### config.mk
export PLATFORM = sky130hd
export DESIGN_NAME = least_squares_line_fit_core
export DESIGN_NICKNAME = d
export VERILOG_FILES = /design/src/rtl/lslf_pkg.sv /design/src/rtl/lslf_addsub.sv /design/src/rtl/lslf_accum.sv /design/src/rtl/lslf_solver.sv /design/src/rtl/least_squares_line_fit_core.sv
export VERILOG_INCLUDE_DIRS = /design/src /design/src/rtl
export SDC_FILE = /design/constraint.sdc
export NUM_CORES = 2
export LEC_CHECK = 0
export ABC_AREA = 1
export BUFFER_PORTS_ARGS = -buffer_cell sky130_fd_sc_hd__buf_2
export CAP_MARGIN = 0
export CORE_ASPECT_RATIO = 0.75
export CORE_MARGIN = 5
export CORE_UTILIZATION = 45
export CTS_BUF_LIST = sky130_fd_sc_hd__clkbuf_8
export DETAILED_ROUTE_END_ITERATION = 10
export GPL_TIMING_DRIVEN = 0
export SYNTH_ARGS = -nofsm -noshare
export SYNTH_HDL_FRONTEND = slang
export SYNTH_SLANG_ARGS = --single-unit
### constraint.sdc
create_clock -name clk_i -period 15.61 [get_ports clk_i]
set_clock_uncertainty 0.1 [all_clocks]
set_input_delay 0.7805 -clock clk_i [delete_from_list [all_inputs] [get_ports clk_i]]
set_output_delay 0.7805 -clock clk_i [all_outputs]
set_load 0.02 [all_outputs]
### src/rtl/least_squares_line_fit_core_macros.svh
// Assertion macros for the least-squares line fit core.
// Used by the top level only; expects clk_i and rst_ni in scope.
`ifndef LEAST_SQUARES_LINE_FIT_CORE_MACROS_SVH
`define LEAST_SQUARES_LINE_FIT_CORE_MACROS_SVH

// same-cycle implication
`define LSLF_ASSERT_IMP(lbl, ante, cons) \
  lbl: assert property (@(posedge clk_i) disable iff (!rst_ni) (ante) |-> (cons)) \
    else $error("lslf: same-cycle check failed");

// next-cycle implication
`define LSLF_ASSERT_NXT(lbl, ante, cons) \
  lbl: assert property (@(posedge clk_i) disable iff (!rst_ni) (ante) |=> (cons)) \
    else $error("lslf: next-cycle check failed");

`endif

### src/rtl/lslf_pkg.sv
// Shared types and constants for the least-squares line fit core.
// No dependencies.
`default_nettype none

package lslf_pkg;

  typedef struct packed {
    logic signed [15:0] x_value;
    logic signed [15:0] y_value;
    logic               last;
  } lslf_in_t;

  typedef struct packed {
    logic signed [31:0] slope;
    logic signed [31:0] intercept;
    logic [1:0]         status;
  } lslf_out_t;

  typedef enum logic [1:0] {
    STAT_OK       = 2'd0,
    STAT_DEGEN    = 2'd1,
    STAT_TOO_MANY = 2'd2,
    STAT_SAT      = 2'd3
  } status_e;

  typedef enum logic {
    ALU_ADD = 1'b0,
    ALU_SUB = 1'b1
  } alu_op_e;

  typedef enum logic [1:0] {
    ACC_IDLE,
    ACC_XY,
    ACC_XX,
    ACC_FIN
  } acc_state_e;

  typedef enum logic [2:0] {
    SLV_IDLE,
    SLV_MUL,
    SLV_PSTORE,
    SLV_DABS,
    SLV_NABS,
    SLV_DIV,
    SLV_DSTORE,
    SLV_DONE
  } slv_state_e;

  // closing products, in the order they are formed
  typedef enum logic [2:0] {
    PR_N_SXX,
    PR_SX_SX,
    PR_N_SXY,
    PR_SX_SY,
    PR_SY_SXX,
    PR_SX_SXY
  } prod_e;

  typedef struct packed {
    logic busy;
    logic close;
    logic overflow;
  } lslf_acc_stat_t;

  typedef struct packed {
    logic busy;
    logic clear;
    logic done;
  } lslf_slv_ctl_t;

  localparam int unsigned SLOPE_SHIFT = 16;
  localparam int unsigned INTCP_SHIFT = 8;

endpackage

`default_nettype wire

### src/rtl/lslf_addsub.sv
// Shared add/subtract unit used by the closing sequencer.
// Depends on lslf_pkg.
`default_nettype none

module lslf_addsub import lslf_pkg::*; #(
  parameter int unsigned W = 8
) (
  input  logic [W-1:0] a_i,
  input  logic [W-1:0] b_i,
  input  alu_op_e      op_i,
  output logic [W-1:0] y_o
);

  always_comb begin
    case (op_i)
      ALU_SUB: y_o = a_i - b_i;
      default: y_o = a_i + b_i;
    endcase
  end

endmodule

`default_nettype wire

### src/rtl/lslf_accum.sv
// Point accumulator: count and running sums of x, y, x*y and x*x.
// One 16x16 multiplier shared between x*y and x*x. Depends on lslf_pkg.
`default_nettype none

module lslf_accum import lslf_pkg::*; #(
  parameter int unsigned MAX_POINTS = 32
) (
  input  logic                                     clk_i,
  input  logic                                     rst_ni,
  input  logic                                     accept_i,
  input  lslf_in_t                                 point_i,
  input  logic                                     clear_i,
  output lslf_acc_stat_t                           stat_o,
  output logic [$clog2(MAX_POINTS+1)-1:0]          count_o,
  output logic signed [16+$clog2(MAX_POINTS)-1:0]  sum_x_o,
  output logic signed [16+$clog2(MAX_POINTS)-1:0]  sum_y_o,
  output logic signed [32+$clog2(MAX_POINTS)-1:0]  sum_xy_o,
  output logic signed [32+$clog2(MAX_POINTS)-1:0]  sum_xx_o
);

  localparam int unsigned CW  = $clog2(MAX_POINTS + 1);
  localparam int unsigned SXW = 16 + $clog2(MAX_POINTS);
  localparam int unsigned SPW = 32 + $clog2(MAX_POINTS);

  acc_state_e state_q, state_d;

  logic [CW-1:0]         count_q;
  logic signed [SXW-1:0] sum_x_q, sum_y_q;
  logic signed [SPW-1:0] sum_xy_q, sum_xx_q;
  logic                  ovf_q;
  logic                  last_q;
  logic                  take_q;
  logic signed [15:0]    x_q, y_q;
  logic signed [31:0]    prod_q, prod_d;

  logic               ld_point;
  logic               take;
  logic               prod_en;
  logic               xy_en;
  logic               xx_en;
  logic signed [15:0] mul_b;

  assign ld_point = accept_i && (state_q == ACC_IDLE);
  assign take     = count_q < CW'(MAX_POINTS);
  assign prod_d   = x_q * mul_b;

  // x*x first, so sum_xx is settled by the time a fit can start
  always_comb begin
    state_d = state_q;
    case (state_q)
      ACC_IDLE: if (ld_point) state_d = ACC_XX;
      ACC_XX:   state_d = ACC_XY;
      ACC_XY:   state_d = ACC_FIN;
      ACC_FIN:  state_d = ACC_IDLE;
      default:  state_d = ACC_IDLE;
    endcase
  end

  always_comb begin
    mul_b   = x_q;
    prod_en = 1'b0;
    xy_en   = 1'b0;
    xx_en   = 1'b0;
    case (state_q)
      ACC_XX: prod_en = 1'b1;
      ACC_XY: begin
        mul_b   = y_q;
        prod_en = 1'b1;
        xx_en   = take_q;
      end
      ACC_FIN: xy_en = take_q;
      default: ;
    endcase
  end

  always_ff @(posedge clk_i or negedge rst_ni) begin
    if (!rst_ni) begin
      state_q  <= ACC_IDLE;
      count_q  <= '0;
      sum_x_q  <= '0;
      sum_y_q  <= '0;
      sum_xy_q <= '0;
      sum_xx_q <= '0;
      ovf_q    <= 1'b0;
      last_q   <= 1'b0;
      take_q   <= 1'b0;
    end else begin
      state_q <= state_d;
      if (clear_i) begin
        count_q  <= '0;
        sum_x_q  <= '0;
        sum_y_q  <= '0;
        sum_xy_q <= '0;
        sum_xx_q <= '0;
        ovf_q    <= 1'b0;
      end else begin
        if (ld_point) begin
          last_q <= point_i.last;
          take_q <= take;
          if (take) begin
            count_q <= count_q + CW'(1);
            sum_x_q <= sum_x_q + SXW'(point_i.x_value);
            sum_y_q <= sum_y_q + SXW'(point_i.y_value);
          end else begin
            ovf_q <= 1'b1;
          end
        end
        if (xy_en) sum_xy_q <= sum_xy_q + SPW'(prod_q);
        if (xx_en) sum_xx_q <= sum_xx_q + SPW'(prod_q);
      end
    end
  end

  always_ff @(posedge clk_i) begin
    if (ld_point) begin
      x_q <= point_i.x_value;
      y_q <= point_i.y_value;
    end
    if (prod_en) prod_q <= prod_d;
  end

  assign stat_o.busy     = (state_q != ACC_IDLE);
  assign stat_o.close    = (state_q == ACC_FIN) && last_q;
  assign stat_o.overflow = ovf_q;

  assign count_o  = count_q;
  assign sum_x_o  = sum_x_q;
  assign sum_y_o  = sum_y_q;
  assign sum_xy_o = sum_xy_q;
  assign sum_xx_o = sum_xx_q;

endmodule

`default_nettype wire

### src/rtl/lslf_solver.sv
// Closing sequencer: six shift-add products, three differences and two
// restoring divisions, all on one shared adder. Depends on lslf_pkg, lslf_addsub.
`default_nettype none

module lslf_solver import lslf_pkg::*; #(
  parameter int unsigned MAX_POINTS = 32
) (
  input  logic                                     clk_i,
  input  logic                                     rst_ni,
  input  lslf_acc_stat_t                           acc_i,
  input  logic [$clog2(MAX_POINTS+1)-1:0]          count_i,
  input  logic signed [16+$clog2(MAX_POINTS)-1:0]  sum_x_i,
  input  logic signed [16+$clog2(MAX_POINTS)-1:0]  sum_y_i,
  input  logic signed [32+$clog2(MAX_POINTS)-1:0]  sum_xy_i,
  input  logic signed [32+$clog2(MAX_POINTS)-1:0]  sum_xx_i,
  output lslf_slv_ctl_t                            ctl_o,
  output lslf_out_t                                result_o
);

  localparam int unsigned SXW = 16 + $clog2(MAX_POINTS);
  localparam int unsigned SPW = 32 + $clog2(MAX_POINTS);
  localparam int unsigned AW  = SXW + SPW + 1;
  localparam int unsigned UW  = AW + 1;
  localparam int unsigned MCW = $clog2(SXW);
  localparam int unsigned DCW = $clog2(AW + SLOPE_SHIFT);

  slv_state_e state_q, state_d;

  prod_e               pidx_q, pidx_d;
  logic [MCW-1:0]      mcnt_q, mcnt_d;
  logic [DCW-1:0]      dcnt_q, dcnt_d;
  logic                div_sel_q, div_sel_d;
  logic [AW-1:0]       acc_q, acc_d;
  logic [AW-1:0]       mc_q, mc_d;
  logic [SXW-1:0]      mp_q, mp_d;
  logic [AW-1:0]       ta_q, ta_d;
  logic [AW-1:0]       den_q, den_d;
  logic [AW-1:0]       snum_q, snum_d;
  logic [AW-1:0]       inum_q, inum_d;
  logic [AW-1:0]       dmag_q, dmag_d;
  logic [AW-1:0]       nmag_q, nmag_d;
  logic [AW-1:0]       rem_q, rem_d;
  logic [32:0]         q_q, q_d;
  logic                big_q, big_d;
  logic                neg_q, neg_d;
  logic                sat_q, sat_d;
  logic [31:0]         slope_q, slope_d;
  logic [31:0]         icpt_q, icpt_d;
  status_e             status_q, status_d;

  logic [UW-1:0]       unit_a, unit_b, unit_y;
  alu_op_e             unit_op;
  logic [AW-1:0]       res;
  logic [UW-1:0]       trial;
  logic [AW-1:0]       num_sel;
  logic                den_neg;
  logic                mul_last;
  logic [DCW-1:0]      div_last;
  logic                start_fit;
  logic                load_mul;
  prod_e               sel_idx;
  logic [AW-1:0]       sel_a;
  logic signed [SXW-1:0] sel_b;
  logic                sat_now;
  logic [31:0]         qneg;
  logic [31:0]         quot;

  lslf_addsub #(.W(UW)) u_alu (
    .a_i  (unit_a),
    .b_i  (unit_b),
    .op_i (unit_op),
    .y_o  (unit_y)
  );

  assign res       = unit_y[AW-1:0];
  assign trial     = {rem_q, nmag_q[AW-1]};
  assign num_sel   = div_sel_q ? inum_q : snum_q;
  assign den_neg   = den_q[AW-1];
  assign mul_last  = (mcnt_q == MCW'(SXW - 1));
  assign div_last  = div_sel_q ? DCW'(AW + INTCP_SHIFT - 1) : DCW'(AW + SLOPE_SHIFT - 1);
  assign start_fit = (state_q == SLV_IDLE) && acc_i.close && !acc_i.overflow;
  assign load_mul  = start_fit ||
                     ((state_q == SLV_PSTORE) && (state_d == SLV_MUL));
  assign sel_idx   = (state_q == SLV_IDLE) ? PR_N_SXX : prod_e'(pidx_q + 3'd1);

  // operands of the next product; the multiplier is taken as two's complement
  always_comb begin
    sel_a = '0;
    sel_b = '0;
    case (sel_idx)
      PR_N_SXX: begin
        sel_a = AW'(sum_xx_i);
        sel_b = SXW'(count_i);
      end
      PR_SX_SX: begin
        sel_a = AW'(sum_x_i);
        sel_b = sum_x_i;
      end
      PR_N_SXY: begin
        sel_a = AW'(sum_xy_i);
        sel_b = SXW'(count_i);
      end
      PR_SX_SY: begin
        sel_a = AW'(sum_y_i);
        sel_b = sum_x_i;
      end
      PR_SY_SXX: begin
        sel_a = AW'(sum_xx_i);
        sel_b = sum_y_i;
      end
      PR_SX_SXY: begin
        sel_a = AW'(sum_xy_i);
        sel_b = sum_x_i;
      end
      default: ;
    endcase
  end

  // next state
  always_comb begin
    state_d = state_q;
    case (state_q)
      SLV_IDLE: begin
        if (acc_i.close) state_d = acc_i.overflow ? SLV_DONE : SLV_MUL;
      end
      SLV_MUL: if (mul_last) state_d = SLV_PSTORE;
      SLV_PSTORE: begin
        if ((pidx_q == PR_SX_SX) && (res == '0)) state_d = SLV_DONE;
        else if (pidx_q == PR_SX_SXY)            state_d = SLV_DABS;
        else                                     state_d = SLV_MUL;
      end
      SLV_DABS:   state_d = SLV_NABS;
      SLV_NABS:   state_d = SLV_DIV;
      SLV_DIV:    if (dcnt_q == div_last) state_d = SLV_DSTORE;
      SLV_DSTORE: state_d = div_sel_q ? SLV_DONE : SLV_NABS;
      SLV_DONE:   state_d = SLV_IDLE;
      default:    state_d = SLV_IDLE;
    endcase
  end

  // shared unit operand selection
  always_comb begin
    unit_a  = '0;
    unit_b  = '0;
    unit_op = ALU_ADD;
    case (state_q)
      SLV_MUL: begin
        unit_a  = {1'b0, acc_q};
        unit_b  = {1'b0, mc_q};
        // sign bit of the multiplier carries negative weight
        unit_op = mul_last ? ALU_SUB : ALU_ADD;
      end
      SLV_PSTORE: begin
        unit_a  = {1'b0, ta_q};
        unit_b  = {1'b0, acc_q};
        unit_op = ALU_SUB;
      end
      SLV_DABS: begin
        unit_a  = den_neg ? '0 : {1'b0, den_q};
        unit_b  = den_neg ? {1'b0, den_q} : '0;
        unit_op = den_neg ? ALU_SUB : ALU_ADD;
      end
      SLV_NABS: begin
        unit_a  = num_sel[AW-1] ? '0 : {1'b0, num_sel};
        unit_b  = num_sel[AW-1] ? {1'b0, num_sel} : '0;
        unit_op = num_sel[AW-1] ? ALU_SUB : ALU_ADD;
      end
      SLV_DIV: begin
        unit_a  = trial;
        unit_b  = {1'b0, dmag_q};
        unit_op = ALU_SUB;
      end
      default: ;
    endcase
  end

  assign qneg    = ~q_q[31:0] + 32'd1;
  assign sat_now = big_q || (neg_q ? (q_q > 33'h080000000) : (q_q > 33'h07FFFFFFF));
  assign quot    = sat_now ? (neg_q ? 32'h80000000 : 32'h7FFFFFFF)
                           : (neg_q ? qneg : q_q[31:0]);

  // datapath
  always_comb begin
    pidx_d    = pidx_q;
    mcnt_d    = mcnt_q;
    dcnt_d    = dcnt_q;
    div_sel_d = div_sel_q;
    acc_d     = acc_q;
    mc_d      = mc_q;
    mp_d      = mp_q;
    ta_d      = ta_q;
    den_d     = den_q;
    snum_d    = snum_q;
    inum_d    = inum_q;
    dmag_d    = dmag_q;
    nmag_d    = nmag_q;
    rem_d     = rem_q;
    q_d       = q_q;
    big_d     = big_q;
    neg_d     = neg_q;
    sat_d     = sat_q;
    slope_d   = slope_q;
    icpt_d    = icpt_q;
    status_d  = status_q;

    if ((state_q == SLV_IDLE) && acc_i.close) begin
      status_d  = acc_i.overflow ? STAT_TOO_MANY : STAT_OK;
      slope_d   = '0;
      icpt_d    = '0;
      sat_d     = 1'b0;
      div_sel_d = 1'b0;
    end

    case (state_q)
      SLV_MUL: begin
        if (mp_q[0]) acc_d = res;
        mc_d   = mc_q << 1;
        mp_d   = mp_q >> 1;
        mcnt_d = mcnt_q + MCW'(1);
      end
      SLV_PSTORE: begin
        case (pidx_q)
          PR_SX_SX: begin
            den_d = res;
            if (res == '0) status_d = STAT_DEGEN;
          end
          PR_SX_SY:  snum_d = res;
          PR_SX_SXY: inum_d = res;
          default:   ta_d   = acc_q;
        endcase
      end
      SLV_DABS: dmag_d = res;
      SLV_NABS: begin
        nmag_d = res;
        neg_d  = num_sel[AW-1] ^ den_neg;
        rem_d  = '0;
        q_d    = '0;
        big_d  = 1'b0;
        dcnt_d = '0;
      end
      SLV_DIV: begin
        // restoring step; a non-negative difference sets the quotient bit
        rem_d  = unit_y[UW-1] ? trial[AW-1:0] : res;
        nmag_d = nmag_q << 1;
        q_d    = {q_q[31:0], ~unit_y[UW-1]};
        if (q_q[32]) big_d = 1'b1;
        dcnt_d = dcnt_q + DCW'(1);
      end
      SLV_DSTORE: begin
        if (div_sel_q) begin
          icpt_d   = quot;
          status_d = (sat_q || sat_now) ? STAT_SAT : STAT_OK;
        end else begin
          slope_d  = quot;
        end
        sat_d     = sat_q || sat_now;
        div_sel_d = 1'b1;
      end
      default: ;
    endcase

    if (load_mul) begin
      pidx_d = sel_idx;
      acc_d  = '0;
      mc_d   = sel_a;
      mp_d   = sel_b;
      mcnt_d = '0;
    end
  end

  always_ff @(posedge clk_i or negedge rst_ni) begin
    if (!rst_ni) begin
      state_q   <= SLV_IDLE;
      pidx_q    <= PR_N_SXX;
      mcnt_q    <= '0;
      dcnt_q    <= '0;
      div_sel_q <= 1'b0;
    end else begin
      state_q   <= state_d;
      pidx_q    <= pidx_d;
      mcnt_q    <= mcnt_d;
      dcnt_q    <= dcnt_d;
      div_sel_q <= div_sel_d;
    end
  end

  always_ff @(posedge clk_i) begin
    acc_q    <= acc_d;
    mc_q     <= mc_d;
    mp_q     <= mp_d;
    ta_q     <= ta_d;
    den_q    <= den_d;
    snum_q   <= snum_d;
    inum_q   <= inum_d;
    dmag_q   <= dmag_d;
    nmag_q   <= nmag_d;
    rem_q    <= rem_d;
    q_q      <= q_d;
    big_q    <= big_d;
    neg_q    <= neg_d;
    sat_q    <= sat_d;
    slope_q  <= slope_d;
    icpt_q   <= icpt_d;
    status_q <= status_d;
  end

  assign ctl_o.busy  = (state_q != SLV_IDLE);
  assign ctl_o.clear = (state_q == SLV_DONE);
  assign ctl_o.done  = (state_q == SLV_DONE);

  assign result_o.slope     = slope_q;
  assign result_o.intercept = icpt_q;
  assign result_o.status    = status_q;

endmodule

`default_nettype wire

### src/rtl/least_squares_line_fit_core.sv
// Least-squares line fit core, top level.
// Depends on lslf_pkg, lslf_accum, lslf_solver and the assertion macro header.
//
//   channel   signals                      accepted when
//   point     start, point_i, busy         start && !busy at a rising edge
//   result    result_valid_o, result_o     every cycle result_valid_o is high
//
// A point keeps busy high while the accumulator steps through ACC_XX, ACC_XY
// and ACC_FIN (the shared 16x16 multiplier forms x*x, then x*y), so a new
// point is taken only once the last is through. After a point marked last
// the closing pass runs on the shared adder, widths SXW = 16+clog2(MAX_POINTS)
// and AW = 2*SXW+17; a zero denominator ends it early. The strobe lasts one
// cycle and cannot be stalled; reset clears control state and sums only.
`default_nettype none

`include "least_squares_line_fit_core_macros.svh"

module least_squares_line_fit_core import lslf_pkg::*; #(
  parameter int unsigned MAX_POINTS = 32
) (
  input  logic      clk_i,
  input  logic      rst_ni,
  input  logic      start,
  input  lslf_in_t  point_i,
  output logic      busy,
  output logic      result_valid_o,
  output lslf_out_t result_o
);

  localparam int unsigned CW  = $clog2(MAX_POINTS + 1);
  localparam int unsigned SXW = 16 + $clog2(MAX_POINTS);
  localparam int unsigned SPW = 32 + $clog2(MAX_POINTS);

  lslf_acc_stat_t        acc_stat;
  lslf_slv_ctl_t         slv_ctl;
  logic                  accept;
  logic                  fit_failed;
  logic [CW-1:0]         count;
  logic signed [SXW-1:0] sum_x, sum_y;
  logic signed [SPW-1:0] sum_xy, sum_xx;

  assign busy   = acc_stat.busy || slv_ctl.busy;
  assign accept = start && !busy;

  lslf_accum #(.MAX_POINTS(MAX_POINTS)) u_accum (
    .clk_i    (clk_i),
    .rst_ni   (rst_ni),
    .accept_i (accept),
    .point_i  (point_i),
    .clear_i  (slv_ctl.clear),
    .stat_o   (acc_stat),
    .count_o  (count),
    .sum_x_o  (sum_x),
    .sum_y_o  (sum_y),
    .sum_xy_o (sum_xy),
    .sum_xx_o (sum_xx)
  );

  lslf_solver #(.MAX_POINTS(MAX_POINTS)) u_solver (
    .clk_i    (clk_i),
    .rst_ni   (rst_ni),
    .acc_i    (acc_stat),
    .count_i  (count),
    .sum_x_i  (sum_x),
    .sum_y_i  (sum_y),
    .sum_xy_i (sum_xy),
    .sum_xx_i (sum_xx),
    .ctl_o    (slv_ctl),
    .result_o (result_o)
  );

  assign result_valid_o = slv_ctl.done;

  assign fit_failed = result_valid_o &&
                      (result_o.status inside {STAT_DEGEN, STAT_TOO_MANY});

  `LSLF_ASSERT_IMP(a_strobe_while_busy, result_valid_o, busy)
  `LSLF_ASSERT_NXT(a_strobe_one_cycle, result_valid_o, !result_valid_o)
  `LSLF_ASSERT_NXT(a_accept_sets_busy, start && !busy, busy)
  `LSLF_ASSERT_IMP(a_failed_fit_zero, fit_failed, (result_o.slope == '0) && (result_o.intercept == '0))

endmodule

`default_nettype wire

==> summary.txt <==
Worst setup path
  • Setup Crit Path Kind: flip-flop to flip-flop
  • Critical path required time: 16.08 ns
  • Critical Path Start Type: flip-flop
  • Largest stage delay, worst path: 1.15 ns
  • Crit. End Element: flip-flop
  • Max FO, Critical Path: 60
  • Worst path most repeated cell: nand2_1
  • Critical path's slowest cell: clkbuf_1
  • Cell family with most CP delay: buffers and inverters
  • Worst EP arrival: 13.85 ns
  • Worst Path Buf+Inv: 10

Floorplanning
  • Initial Util: 45.1%
  • Cell Rows: 116
  • Die Span X: 431 um
  • Core Footprint: 133000 um2
  • # IOs: 104
  • Chip height: 326 um
  • Die Area: 141000 um2

Place
  • PortBufs: 103
  • Area after DPL: 63200 um2
  • GP Congestion: 1.04
  • Dpl ws: 3.64 ns
  • Hpwl dp: 208 mm
  • Cells after DPL: 9341

Detailed routing
  • Routed WL: 262 mm
  • Vias: 56300
  • DRT Pass-1 Iters: 7
  • Avg WL per Cell: 27.2 um
  • Routed Antenna Nets: 0
  • Drt drc: 0
  • DR iter-0 viols: 8267
  • Routed vias/inst: 5.83

Logic synthesis
  • Async S/R FF share, synth: 16.9%
  • Cell variety after synth: 65
  • Top FF cell, synth: edfxtp_1
  • Synth Cell Area: 59900 um2
  • Syn Nets: 8010
  • Post-synthesis register bit count: 864
  • Yosys warns: 0
  • Mapped Cells: 7439
  • Number of synthesized flops with an enable pin: 593
  • Sequential area share after synthesis: 40.0%
  • Synth Area per Inst: 8.05 um2

Timing
  • Unrepaired setup endpoints after global routing: false
  • Minimum clock period: 13.38 ns
  • Worst Tran Pin Value: 1.60 ns
  • Relative slew slack: -6.55%
  • Final setup margin: 2.23 ns
  • Final slew viol count: 75
  • Final Hold Viols: 0
  • Crit share post-route: 85.7%
  • F_max: 74.7 MHz
  • Final setup violation count: 0

Cells and area
  • Most common cell after layout, fill and taps aside: nand2_1
  • Most frequent cells in the layout: 2076 x nand2_1, 1093 x inv_1, 783 x nor2_1
  • Fraction of layout instances using a drive strength above 1: 6.16%
  • Post-route cell area: 66500 um2
  • Fin nets: 8324
  • Final Non-Filler Cells: 9663
  • Area Overhead vs Synth: 10.9%

Clock tree
  • CTS buffer count: 146
  • CTS Buffer Depth: 3
  • Reg clk slew, reported paths: 0.06 ns
  • Number of H-tree levels: 4
  • Root buf cell: clkbuf_8
  • Worst-Skew Late Latency: 0.93 ns
  • Sink Count: 864
  • CTS tree: built
  • Setup Buffers After CTS: 0

Global routing
  • Pin count of the biggest net entering global routing: 98
  • GRT Total Usage: 36.6%
  • Grt ovf: 0
  • First-pass GRT wire length: 369 mm
  • Vias in the first global route: 51200
  • Initial antenna violation count: 24

Hold path
  • HP Class: input pin to flip-flop

Status
  • Failing checks: capacitance limit, slew limit
  • Outcome: finished with violations

Flow run
  • Maxcap violations: 8
## final cells by class
| cell class | instances | area (um2) |
|---|---|---|
| Buffer | 252 | 1090 |
| Clock buffer | 158 | 2170 |
| Tap cell | 1770 | 2210 |
| Fill cell | 13000 | 66300 |
| Antenna cell | 21 | 52.6 |
| Clock inverter | 109 | 697 |
| Timing Repair Buffer | 166 | 1340 |
| Multi-Input combinational cell | 5257 | 30900 |
| Inverter | 1066 | 4010 |
| Sequential cell | 864 | 24000 |
## cell families after synthesis
kind of cell	Yosys count	share of synthesized area [%]
AOI/OAI and AO/OA	1137	11.4
xor gates and xnor gates	157	2.30
adders and majority gates	535	14.5
buffers and inverters	1318	8.50
DFF	864	40.0
muxes	10	0.167
and+or+nand+nor	3418	23.1
## stage by stage
stage	hold WS [ns]	utilization (%)	TNS (ns)
2_1_floorplan	0.308	-	0
3_3_place_gp	0.309	47.2	-313.64
3_5_place_dp	0.314	47.6	0
4_1_cts	0.00430	49.9	0
5_1_grt	0.0556	50.0	0
6_report	0.0709	50.0	0
## Yosys cell counts (16+ instances only)
master     instances  share of area [%]
nand2_1         2077                 13
inv_1           1047                6.6
nor2_1           786                4.9
edfxtp_1         593                 30
o21ai_0          442                3.7
nand3_1          334                2.8
a21oi_1          293                2.4
fa_1             268                9.0
ha_1             267                5.6
clkbuf_1         188                1.2
dfrtp_1          146                6.1
dfxtp_1          125                4.2
xor2_1           116                1.7
nor3_1            66               0.55
a22oi_1           64               0.80
nand4_1           58               0.61
o22ai_1           50               0.52
o211ai_1          41               0.51
xnor2_1           41               0.60
buf_2             39               0.33
o2111ai_1         32               0.47
a31oi_1           31               0.32
a221oi_1          28               0.41
o221ai_1          26               0.38
or2_2             26               0.27
a21o_1            21               0.26
a211oi_2          20               0.42
o31ai_1           20               0.25
nand3b_1          16               0.20
## registers in the layout (all words and copies together), names as in the netlist, 59 cells and up
signal	cells
u_solver.den_q	59
u_solver.nmag_q	59
u_solver.ta_q	59
u_solver.inum_q	59
u_solver.rem_q	59
u_solver.snum_q	59
u_solver.dmag_q	59
u_solver.acc_q	59
u_solver.mc_q	59
## final timing paths
kind                            depth (start not counted)  slack, ns                    to           startpoint
min in group asynchronous                               2       0.29   u_accum.sum_x_o[13]               rst_ni
worst max register to register                         30       2.23     u_solver.mc_q[28]  u_solver.state_q[2]
worst min-delay path                                    1       0.07        u_accum.y_q[1]           point_i[2]
worst min register to register                          0       0.29      u_solver.ta_q[7]    u_solver.acc_q[7]
max in group asynchronous                               3      14.09  u_accum.sum_xy_o[27]               rst_ni
worst max-delay path                                   30       2.23     u_solver.mc_q[28]  u_solver.state_q[2]
## timing repair
action	in CTS	in global routing
hold buffers	30	0
resized for setup	0	0
setup endpoints to repair	0	0
hold endpoints to repair	78	0
## routing by layer
layer / global-route usage, % / vias to the layer above / part of all wire [%] / routed length [um]
li1: - / 25000 / - / -
met1: 55.9 / 27100 / 45 / 118000
met2: 43.1 / 3707 / 35 / 90600
met3: 19.8 / 433 / 18 / 46000
met4: 9.88 / 14 / 2.7 / 7140
met5: 0.786 / - / 0.14 / 368
Power is left out: the tool's default activity adds up to more than one toggle a clock period on the data nets, which glitch-free logic cannot reach.
